$ cat src/sv/masked_byte_pattern_search_top_defines.svh
// Assertion macros shared by the pattern search modules.
// Each macro expects signals named clk and arst_n in the module that uses it.
`ifndef MASKED_BYTE_PATTERN_SEARCH_TOP_DEFINES_SVH
`define MASKED_BYTE_PATTERN_SEARCH_TOP_DEFINES_SVH

// Same-cycle implication, checked outside reset.
`define MBPS_ASSERT_IMPL(lbl, ante, cons, msg) \
	lbl: assert property (@(posedge clk) disable iff (!arst_n) (ante) |-> (cons)) \
		else $error(msg);

// Next-cycle implication, checked outside reset.
`define MBPS_ASSERT_NEXT(lbl, ante, cons, msg) \
	lbl: assert property (@(posedge clk) disable iff (!arst_n) (ante) |=> (cons)) \
		else $error(msg);

`endif

$ cat src/sv/mbps_pkg.sv
`timescale 1ns / 1ps

package mbps_pkg;

	localparam int MBPS_MAX_PATTERN = 16;

	localparam int SEEN_W   = 32;
	localparam int ADDR_W   = 32;
	localparam int TOTAL_W  = 8;
	localparam int LEN_W    = 5;
	localparam int MASK_W   = 16;
	localparam int PAT_W    = 64;

	typedef enum logic {
		KIND_HIT     = 1'b0,
		KIND_SUMMARY = 1'b1
	} kind_t;

	typedef struct packed {
		logic [7:0] data_byte;
		logic       region_end;
	} in_word_t;

	typedef struct packed {
		kind_t              kind;
		logic [ADDR_W-1:0]  hit_address;
		logic [TOTAL_W-1:0] hit_total;
		logic               last;
	} out_word_t;

	typedef struct packed {
		logic [PAT_W-1:0]   pattern_bytes_low;
		logic [PAT_W-1:0]   pattern_bytes_high;
		logic [MASK_W-1:0]  literal_mask;
		logic [LEN_W-1:0]   pattern_length;
		logic [ADDR_W-1:0]  region_base;
		logic [TOTAL_W-1:0] hit_cap;
	} cfg_t;

	// Words produced by one evaluated byte, oldest first.
	typedef struct packed {
		logic [1:0] count;
		out_word_t  first;
		out_word_t  second;
	} push_t;

endpackage

$ cat src/sv/mbps_window.sv
`timescale 1ns / 1ps

module mbps_window import mbps_pkg::*; #(
	parameter int MAX_PATTERN = MBPS_MAX_PATTERN
) (
	input  logic                     clk,
	input  logic                     arst_n,
	input  logic                     in_valid,
	input  in_word_t                 in_word,
	output logic                     in_stall,
	input  logic                     adv,
	output logic                     valid_s1,
	output logic                     end_s1,
	output logic [MAX_PATTERN*8-1:0] win_s1,
	output logic [SEEN_W-1:0]        seen_s1
);

	logic [MAX_PATTERN*8-1:0] win_q;
	logic [MAX_PATTERN*8-1:0] shifted;
	logic [SEEN_W-1:0]        seen_q;
	logic [SEEN_W-1:0]        seen_inc;
	logic                     accept;

	// Byte zero of the window is the newest byte.
	always_comb begin
		shifted[7:0] = in_word.data_byte;
		for (int k = 1; k < MAX_PATTERN; k++) begin
			shifted[k*8 +: 8] = win_q[(k-1)*8 +: 8];
		end
	end

	assign seen_inc = (seen_q == '1) ? seen_q : seen_q + SEEN_W'(1);
	assign in_stall = valid_s1 && !adv;
	assign accept   = in_valid && !in_stall;

	always_ff @(posedge clk or negedge arst_n) begin
		if (!arst_n) begin
			win_q    <= '0;
			seen_q   <= '0;
			valid_s1 <= 1'b0;
		end else if (accept) begin
			valid_s1 <= 1'b1;
			if (in_word.region_end) begin
				win_q  <= '0;
				seen_q <= '0;
			end else begin
				win_q  <= shifted;
				seen_q <= seen_inc;
			end
		end else if (adv) begin
			valid_s1 <= 1'b0;
		end
	end

	always_ff @(posedge clk) begin
		if (accept) begin
			win_s1  <= shifted;
			seen_s1 <= seen_inc;
			end_s1  <= in_word.region_end;
		end
	end

endmodule

$ cat src/sv/mbps_match.sv
`timescale 1ns / 1ps
`include "masked_byte_pattern_search_top_defines.svh"

module mbps_match import mbps_pkg::*; #(
	parameter int MAX_PATTERN = MBPS_MAX_PATTERN
) (
	input  logic                     clk,
	input  logic                     arst_n,
	input  cfg_t                     cfg,
	input  logic                     adv,
	input  logic                     end_s1,
	input  logic [MAX_PATTERN*8-1:0] win_s1,
	input  logic [SEEN_W-1:0]        seen_s1,
	output push_t                    push
);

	localparam int IDX_W = (MAX_PATTERN > 1) ? $clog2(MAX_PATTERN) : 1;
	localparam logic [LEN_W-1:0] MaxLen = LEN_W'(MAX_PATTERN);

	logic [TOTAL_W-1:0]   hits_q;
	logic [TOTAL_W-1:0]   hits_inc;
	logic [TOTAL_W-1:0]   cap_eff;
	logic [LEN_W-1:0]     len_eff;
	logic [2*PAT_W-1:0]   pattern;
	logic [IDX_W-1:0]     idx;
	logic                 all_ok;
	logic                 hit;
	out_word_t            hit_w;
	out_word_t            sum_w;

	assign len_eff  = (cfg.pattern_length > MaxLen) ? MaxLen : cfg.pattern_length;
	assign cap_eff  = (cfg.hit_cap == '0) ? TOTAL_W'(1) : cfg.hit_cap;
	assign pattern  = {cfg.pattern_bytes_high, cfg.pattern_bytes_low};
	assign hits_inc = hits_q + TOTAL_W'(1);

	// Pattern byte k lines up with the window byte that arrived len-1-k bytes ago.
	always_comb begin
		all_ok = 1'b1;
		idx    = '0;
		for (int k = 0; k < MAX_PATTERN; k++) begin
			if ((LEN_W'(k) < len_eff) && cfg.literal_mask[k]) begin
				idx = IDX_W'(len_eff - LEN_W'(1) - LEN_W'(k));
				if (win_s1[idx*8 +: 8] != pattern[k*8 +: 8]) begin
					all_ok = 1'b0;
				end
			end
		end
	end

	assign hit = (len_eff != '0) && (seen_s1 >= SEEN_W'(len_eff)) &&
		(hits_q < cap_eff) && all_ok;

	always_comb begin
		hit_w.kind        = KIND_HIT;
		hit_w.hit_address = cfg.region_base + seen_s1 - ADDR_W'(len_eff);
		hit_w.hit_total   = hits_inc;
		hit_w.last        = !end_s1;

		sum_w.kind        = KIND_SUMMARY;
		sum_w.hit_address = '0;
		sum_w.hit_total   = hit ? hits_inc : hits_q;
		sum_w.last        = 1'b1;

		push.count  = adv ? (2'(hit) + 2'(end_s1)) : 2'd0;
		push.first  = hit ? hit_w : sum_w;
		push.second = sum_w;
	end

	always_ff @(posedge clk or negedge arst_n) begin
		if (!arst_n) begin
			hits_q <= '0;
		end else if (adv) begin
			if (end_s1) begin
				hits_q <= '0;
			end else if (hit) begin
				hits_q <= hits_inc;
			end
		end
	end

	`MBPS_ASSERT_NEXT(a_hits_clear, adv && end_s1, hits_q == '0, "hit count not cleared after region end")

endmodule

$ cat src/sv/mbps_out_queue.sv
`timescale 1ns / 1ps
`include "masked_byte_pattern_search_top_defines.svh"

module mbps_out_queue import mbps_pkg::*; (
	input  logic      clk,
	input  logic      arst_n,
	input  push_t     push,
	input  logic      out_stall,
	output logic      out_valid,
	output out_word_t out_word,
	output logic      can_take
);

	logic [1:0] cnt_q;
	logic [1:0] rem;
	logic [1:0] cnt_d;
	logic       pop;
	out_word_t  slot_q [2];
	out_word_t  keep;
	out_word_t  nxt0;
	out_word_t  nxt1;

	assign out_valid = (cnt_q != 2'd0);
	assign out_word  = slot_q[0];
	assign pop       = out_valid && !out_stall;

	// A new byte may be evaluated only when the queue will be empty after this edge,
	// so both words of an end byte always fit.
	assign can_take = (cnt_q == 2'd0) || ((cnt_q == 2'd1) && !out_stall);

	always_comb begin
		rem   = cnt_q - 2'(pop);
		keep  = pop ? slot_q[1] : slot_q[0];
		cnt_d = rem + push.count;
		if (rem == 2'd0) begin
			nxt0 = push.first;
			nxt1 = push.second;
		end else if (rem == 2'd1) begin
			nxt0 = keep;
			nxt1 = push.first;
		end else begin
			nxt0 = slot_q[0];
			nxt1 = slot_q[1];
		end
	end

	always_ff @(posedge clk or negedge arst_n) begin
		if (!arst_n) begin
			cnt_q <= 2'd0;
		end else begin
			cnt_q <= cnt_d;
		end
	end

	always_ff @(posedge clk) begin
		slot_q[0] <= nxt0;
		slot_q[1] <= nxt1;
	end

	`MBPS_ASSERT_IMPL(a_cnt_bound, 1'b1, cnt_q <= 2'd2, "output queue overfilled")
	`MBPS_ASSERT_IMPL(a_push_room, push.count != 2'd0, can_take, "words pushed without room")

endmodule

$ cat src/sv/masked_byte_pattern_search_top.sv
// Masked byte pattern search: one region byte per word, hits and summaries out.
// Throughput: one byte per cycle while the output is not stalled; an end byte
// that also hits yields two words and holds the input stage while both drain
// through the queue.
// Reset (arst_n low, asynchronous) clears the window, counters, queue and config
// to pattern length 1, hit cap 2 and zero elsewhere.
`timescale 1ns / 1ps
`include "masked_byte_pattern_search_top_defines.svh"

module masked_byte_pattern_search_top import mbps_pkg::*; #(
	parameter int MAX_PATTERN = MBPS_MAX_PATTERN
) (
	input  logic             clk,
	input  logic             arst_n,
	input  logic             cfg_we,
	input  logic [2:0]       cfg_index,
	input  logic [PAT_W-1:0] cfg_data,
	input  logic             in_valid,
	output logic             in_stall,
	input  in_word_t         in_word,
	output logic             out_valid,
	input  logic             out_stall,
	output out_word_t        out_word
);

	// Configuration register indexes.
	typedef enum logic [2:0] {
		CFG_PAT_LO   = 3'd0,
		CFG_PAT_HI   = 3'd1,
		CFG_MASK     = 3'd2,
		CFG_LENGTH   = 3'd3,
		CFG_BASE     = 3'd4,
		CFG_HIT_CAP  = 3'd5
	} cfg_idx_t;

	cfg_t                     cfg_q;
	logic                     valid_s1;
	logic                     end_s1;
	logic [MAX_PATTERN*8-1:0] win_s1;
	logic [SEEN_W-1:0]        seen_s1;
	logic                     can_take;
	logic                     adv;
	push_t                    push;

	// The user must write configuration registers only while the block is idle, so a
	// write never lands between a byte and its results; the block does not check.
	always_ff @(posedge clk or negedge arst_n) begin
		if (!arst_n) begin
			cfg_q.pattern_bytes_low  <= '0;
			cfg_q.pattern_bytes_high <= '0;
			cfg_q.literal_mask       <= '0;
			cfg_q.pattern_length     <= LEN_W'(1);
			cfg_q.region_base        <= '0;
			cfg_q.hit_cap            <= TOTAL_W'(2);
		end else if (cfg_we) begin
			case (cfg_index)
				CFG_PAT_LO:  cfg_q.pattern_bytes_low  <= cfg_data;
				CFG_PAT_HI:  cfg_q.pattern_bytes_high <= cfg_data;
				CFG_MASK:    cfg_q.literal_mask       <= cfg_data[MASK_W-1:0];
				CFG_LENGTH:  cfg_q.pattern_length     <= cfg_data[LEN_W-1:0];
				CFG_BASE:    cfg_q.region_base        <= cfg_data[ADDR_W-1:0];
				CFG_HIT_CAP: cfg_q.hit_cap            <= cfg_data[TOTAL_W-1:0];
				default: begin
				end
			endcase
		end
	end

	// The evaluation stage moves forward whenever the output queue can take both
	// words of the byte it holds. The input register takes a new byte in the same
	// cycle, so a free-flowing stream runs at one byte per clock.
	assign adv = valid_s1 && can_take;

	// Input stage: keeps the sliding window and byte count, and registers a copy
	// of the shifted window for the compare.
	mbps_window #(
		.MAX_PATTERN(MAX_PATTERN)
	) u_window (
		.clk      (clk),
		.arst_n   (arst_n),
		.in_valid (in_valid),
		.in_word  (in_word),
		.in_stall (in_stall),
		.adv      (adv),
		.valid_s1 (valid_s1),
		.end_s1   (end_s1),
		.win_s1   (win_s1),
		.seen_s1  (seen_s1)
	);

	// Compare stage: every pattern position is checked in parallel, the hit
	// count is kept here, and the hit and summary words are formed.
	mbps_match #(
		.MAX_PATTERN(MAX_PATTERN)
	) u_match (
		.clk     (clk),
		.arst_n  (arst_n),
		.cfg     (cfg_q),
		.adv     (adv),
		.end_s1  (end_s1),
		.win_s1  (win_s1),
		.seen_s1 (seen_s1),
		.push    (push)
	);

	// Two-word result queue that decouples the output handshake from the stages.
	mbps_out_queue u_out_queue (
		.clk       (clk),
		.arst_n    (arst_n),
		.push      (push),
		.out_stall (out_stall),
		.out_valid (out_valid),
		.out_word  (out_word),
		.can_take  (can_take)
	);

	`MBPS_ASSERT_IMPL(a_sum_addr, out_valid && (out_word.kind == KIND_SUMMARY), out_word.hit_address == '0 && out_word.last, "summary word malformed")
	`MBPS_ASSERT_IMPL(a_hit_total, out_valid && (out_word.kind == KIND_HIT), out_word.hit_total != '0, "hit word with zero total")

endmodule
$ cat config.mk
export PLATFORM = sky130hd
export DESIGN_NAME = masked_byte_pattern_search_top
export DESIGN_NICKNAME = d
export VERILOG_FILES = /design/src/sv/mbps_pkg.sv /design/src/sv/mbps_window.sv /design/src/sv/mbps_match.sv /design/src/sv/mbps_out_queue.sv /design/src/sv/masked_byte_pattern_search_top.sv
export VERILOG_INCLUDE_DIRS = /design/src /design/src/sv
export SDC_FILE = /design/constraint.sdc
export NUM_CORES = 1
export LEC_CHECK = 0
export ABC_CLOCK_PERIOD_IN_PS = 16400
export BUFFER_PORTS_ARGS = -buffer_cell sky130_fd_sc_hd__buf_2
export CAP_MARGIN = 20
export CORE_UTILIZATION = 33
export DETAILED_ROUTE_END_ITERATION = 7
export PLACE_DENSITY_LB_ADDON = 0.15
export RECOVER_POWER = 100
export SYNTH_ARGS = -nofsm -noshare
export SYNTH_HDL_FRONTEND = slang
export SYNTH_SLANG_ARGS = --single-unit
$ cat constraint.sdc
create_clock -name clk -period 16.4 [get_ports clk]
set_input_delay 1.64 -clock clk [delete_from_list [all_inputs] [get_ports clk]]
set_output_delay 1.64 -clock clk [all_outputs]
set_load 0.02 [all_outputs]
# Yosys cells after proc, flatten, opt, wreduce, memory -nomap -nowiden
# Memories as Yosys holds them, arrays and structs flattened.
# Cells that the tools add are included.
classes:
  addsub: 23
  multipliers: 0
  n_div: 0
  n_lt_le_gt_ge: 19
  eq_ne: 24
  n_shift: 16
  muxes: 48
  n_bitwise: 0
  n_reduce_logical: 42
ops:
  columns: ["op", "n"]
  rows:
  - ["128-bit by 8-bit variable part select with 8-bit output", 16]
  - ["42-bit 2-to-1 mux", 6]
  - ["8-bit != test", 16]
  - ["120-bit 2-to-1 mux", 1]
  - ["32-bit 2-to-1 mux", 2]
  - ["4-bit by 5-bit < comparator with 1-bit output (first input constant)", 8]
  - ["1-bit 2-to-1 mux", 34]
  - ["32-bit by 1-bit adder with 32-bit output (second input constant)", 1]
  - ["32-bit adder", 1]
  - ["32-bit == test (second input constant)", 1]
  - ["32-bit by 5-bit greater-or-equal comparator with 1-bit output", 1]
  - ["32-bit by 5-bit subtractor with 32-bit output", 1]
  - ["4-bit subtractor (second input constant)", 8]
  - ["1-bit logical AND", 24]
  - ["8-bit 2-to-1 mux", 3]
  - ["3-bit by 5-bit < comparator with 1-bit output (first input constant)", 4]
  - ["4-bit by 3-bit subtractor with 4-bit output (second input constant)", 4]
  - ["2-bit AND reduction", 6]
  - ["1-bit by 5-bit < comparator with 1-bit output (first input constant)", 2]
  - ["2-bit by 5-bit < comparator with 1-bit output (first input constant)", 2]
  - ["8-bit by 1-bit adder with 8-bit output (second input constant)", 1]
  - ["8-bit logical NOT", 1]
  - ["8-bit < comparator", 1]
  - ["4-bit by 1-bit subtractor with 4-bit output (second input constant)", 2]
  - ["17 further kinds", 26]
word_totals:
  reg_bits: 513
  latchBits: 0
  ramBits: 84
  mem_bits_ro: 0
  in_bits: 81
  out_inout_bits: 44
  elab_cells: 187
  n_memories: 1
mem_list:
  columns: ["memory", "words", "word_bits", "read_ports", "rd_clocked_by_memory_dff", "write_ports", "line", "source"]
  rows:
  - ["u_out_queue.slot_q", 2, 42, 2, 0, 2, "mbps_out_queue.sv:18", "out_word_t slot_q [2];"]

# Depth between registers and ports, before layout
depth:
  word_depth: 42
  mapped_depth: 32
  mapped_depth_nobuf: 22

# Modules after synthesis
# Synthesis repeated with hierarchy kept, for this count alone.
unflattened:
  hier_cells: 3296
  area_unflattened_um2: 38184.1
modules_own_cells:
  columns: ["mod", "n_inst", "cells_each", "area_each_um2", "seq_area_each_um2"]
  rows:
  - ["mbps_match", 1, 1699, 13945.9, 200.2]
  - ["mbps_window", 1, 998, 12472.0, 8663.3]
  - ["masked_byte_pattern_search_top", 1, 405, 7861.3, 4732.0]
  - ["mbps_out_queue", 1, 194, 3905.0, 2572.5]

# Least setup slack after synthesis
# OpenSTA, ideal clock, no wires.
synth_path:
  kind: "input port to flip-flop"
  start: "input port out_stall"
  end: "register u_window.seen_q[24]"
  setup_ns: 0.130
  arrival_time_ns: 7.597
  required_ns: 16.270
  slack_ns: 8.673
  path_stages: 8
  path_buffers: 1
  path_cell_list: "a21oi_1 > nand2b_1 > nand2_1 > inv_1 > clkbuf_1 > o21ai_0 > nand2_1 > o31ai_1"
synth_via:
  elab_chain_len: 8
synth_rtl:
  columns: ["item", "line", "source"]
  rows:
  - ["from (decl)", "masked_byte_pattern_search_top.sv:22", "input logic out_stall,"]
  - ["1-bit logical NOT", "mbps_out_queue.sv:29", "assign can_take = (cnt_q == 2'd0) || ((cnt_q == 2'd1) && !out_stall);"]
  - ["1-bit logical AND", "mbps_out_queue.sv:29", null]
  - ["1-bit logical OR", "mbps_out_queue.sv:29", null]
  - ["1-bit logical AND", "masked_byte_pattern_search_top.sv:72", "assign adv = valid_s1 && can_take;"]
  - ["1-bit logical NOT", "mbps_window.sv:33", "assign in_stall = valid_s1 && !adv;"]
  - ["1-bit logical AND", "mbps_window.sv:33", null]
  - ["1-bit logical NOT", "mbps_window.sv:34", "assign accept = in_valid && !in_stall;"]
  - ["1-bit logical AND", "mbps_window.sv:34", null]
  - ["via u_window.accept", "mbps_window.sv:22", "logic accept;"]
  - ["to (signal assigned)", "mbps_window.sv:48", "seen_q <= seen_inc;"]
  - ["to (decl)", "mbps_window.sv:20", "logic [SEEN_W-1:0] seen_q;"]
# The timed path passes the listed nets, and every way through them passes these cells.
# A chain may end at the register's enable or synchronous reset.

==> results.md <==
* Run status: finished, violations left
* Failing checks: max-capacitance violations, max-slew violations
* Hold WC Path Type: reg2reg
* Num CTS Buffers at 71
* Die area at about 110000 um^2
* Seq cells post-synth at 597
* Min cycle time layout at 11.36 ns
* Total of max-cap violations at 20
* Post-synth EDFFs at 211
* Final max-slew violation count at approximately 1100
* Clk root buf: clkbuf_16
* Commonest non-fill, non-tap cell in the layout: dfrtp_1
* Sequential Power Share at 0.301
* Sw Ratio at 0.4300
* Worst Skew at 0.04087 ns
* Most frequent cells in the layout: dfrtp_1, nand2_1, o21ai_0
* Total clock sinks at 597
* Fin util at 0.3712
* RePlAce Congestion at 0.9424
* Internal at 4.329 mW
* Via/cell ratio at roughly 5.5
* Antenna Nets Post-Route at 0
* Iter 0 DRT Violations at 2528
* Core area at 108700 um^2
* Peak VDD IR at between 0.08 and 0.09 mV
* Number of I/O port buffers at 124
* Average size of a mapped cell at 10.87 um^2
* Clk_lat worst skew at 0.64 ns
* P per Cell Area at 188.2 nW/um^2
* Sequential share of the synthesized area at 0.4381
* Reg clk slew, reported paths at about 0.060 ns
* Share of layout cells above drive strength 1 at 0.1703
* Resize count post-CTS at 0
* Met1 usage at 0.3159
* First-pass GRT wire length at 178000 um
* Final setup viols at 0
* Hold-fix buffers, CTS at 0
* Worst Path Max Fanout at 60
* Setup TNS at 0 ns
* Initial Utilization at 0.3324
* Worst-Margin Slew at a little under 8 ns
* Initial antenna violation count at 7
* Mapped Cells at between 3000 and 4000
* Required @ worst endpoint at 16.98 ns
* Setup Buffers After CTS at 0
* P_leak at about 16 nW
* Clock Tree Buf Depth at 3
* Row Count at 121
* Crit path DAT at 11.94 ns
* Crit. End Element: flop
* Net count, final at 3548
* Grt ovf at 0
* Fin area at ~40000 um^2
* M2 GR Usage at 0.3202
* DRC at 0
* Vias in the first global route at 25520
* Fin crit share at 0.6925
* Startpoint types: flop
* Comb pwr share at 0.495
* RSZ-0062 raised after global routing: no
* TritonCTS clock tree: done
* Register-to-register setup slack at 5.04 ns
* Fin. Hold Viols at 0
* Psw at 3.266 mW
* Detailed placement HPWL at 87570 um
* GRT Util Overall at 0.2142
* H-tree Lvls at 3
* WL/cell at 24.68 um
* Dpl cell area at 38260 um^2
* Largest net degree at the start of global routing at 221
* Synth warn at 0
* FFs w/ async S/R, synth at 0.5896
* Final hold slack at 0.4426 ns
* GR met3 Demand/Resource at 0.03335
* Syn Nets at 3491
* Most common flop cell mapped by yosys: dfrtp_1
* Post-synthesis cell type count at slightly below 100
* Syn Std Cell Area at 36130 um^2
* DRT Pass-1 Iters at 5
* Die W at 332.9 um
* Drt total wl at 119800 um
* Max frequency at 88.05 MHz
* Die Ht at about 330 um
* Syn-to-layout area delta at 11.70%
* Worst setup path category: reg2reg
* DR vias at 26700
* Busiest layer in global routing: met2
* Clock power frac at 0.204
* Rel. slew slack at -4.228
* Num ports at around 130
## power groups by stage
| stage | registers, mW | logic, mW | clock network (mW) |
|---|---|---|---|
| floorplan | 2.20 | 2.68 | 0 |
| global placement | 2.29 | 3.74 | 0 |
| detailed placement | 2.29 | 3.75 | 0 |
| CTS | 2.26 | 3.76 | 1.60 |
| global route | 2.32 | 4.07 | 1.66 |
| finish | 2.29 | 3.76 | 1.55 |
## routing by layer
metal  up-vias  part of all wire
li1      12310                 -
met3       181             0.065
met1     13300              0.47
met5         -                 0
met4         0             0.030
met2       902              0.44
## cells by family after synthesis
| group | after synthesis | synth area share |
|---|---|---|
| AO/OA/AOI/OAI | 691 | 0.1248 |
| buffers and inverters | 379 | 0.04322 |
| adder cells (fa/ha/maj) | 87 | 0.03117 |
| AND/OR/NAND/NOR | 811 | 0.1120 |
| XOR/XNOR | 226 | 0.05576 |
| multiplexers | 532 | 0.1950 |
| flip-flops | 597 | 0.4381 |
## through the flow
stage / setup slack (ns) / cells / total power [mW]
after floorplan: 8.673 / 3323 / 4.884
after global placement: 8.008 / 4718 / 6.026
after detailed placement: 7.960 / 4719 / 6.035
after CTS: 7.948 / 4847 / 7.626
after global routing: 4.332 / 4849 / 8.044
final: 5.042 / 4852 / 7.595
## critical path, stage by stage (launching register included)
cell and delay [ns]:
dfrtp_1 1.52, clkbuf_1 2.57, clkbuf_1 2.20, o22ai_1 0.37, mux2_2 0.39, a221oi_1 0.93
mux2i_1 0.22, xor2_1 0.19, nand3_1 0.08, o311a_1 0.32, nor4_1 0.30, nand4_2 0.14
buf_4 0.28, nor3_1 0.23, clkbuf_1 1.16, a22o_1 0.27
## layout make-up
cell class,count,area [um^2]
Sequential cell,597,15830
Clock buffer,93,1941
Timing Repair Buffer,195,1021
Multi-Input combinational cell,2347,18820
Tap cell,1414,1769
Inverter,168,634.4
Clock inverter,35,334.1
Fill cell,10830,68350
Antenna cell,3,7.507
## final timing paths
kind / from / to / cells past startpoint
worst min-delay path: u_window.win_q[118]$_DFFE_PN0P_ / u_window.win_s1[126]$_DFFE_PP_ / 0
worst max register to register: cfg_q[41]$_DFFE_PN0P_ / u_out_queue.slot_q[0][59]$_SDFFE_PP0P_ / 15
worst min register to register: u_window.win_q[118]$_DFFE_PN0P_ / u_window.win_s1[126]$_DFFE_PP_ / 0
max in group asynchronous: arst_n / u_window.win_q[27]$_DFFE_PN0P_ / 4
worst max-delay path: cfg_q[41]$_DFFE_PN0P_ / u_out_queue.slot_q[0][59]$_SDFFE_PP0P_ / 15
min in group asynchronous: arst_n / cfg_q[160]$_DFFE_PN0P_ / 1
## flip-flops by register name (all words and copies together) (netlist names)
signal,cells
cfg_q,189
u_window.win_s1,128
u_window.win_q,120
u_out_queue.slot_q,84
u_window.seen_q,32
u_window.seen_s1,32
u_match.hits_q,8
u_out_queue.cnt_q,2
u_window.end_s1,1
u_window.valid_s1,1
## synth_stat cells, types with 82 or more instances
master      n  area (um^2)
ha_1       82         1026
xnor2_1   105        919.6
inv_1     163        611.8
nand2_1   333         1250
nand2b_1  133        832.1
edfxtp_1  211         6336
nor2_1     92        345.3
clkbuf_1  130        488.0
mux2i_1   224         2242
dfrtp_1   350         8758
mux2_2    190         2140
xor2_1    118         1033
o21ai_0   276         1381
mux4_2    117         2635
(Power assumes the default switching activity.)
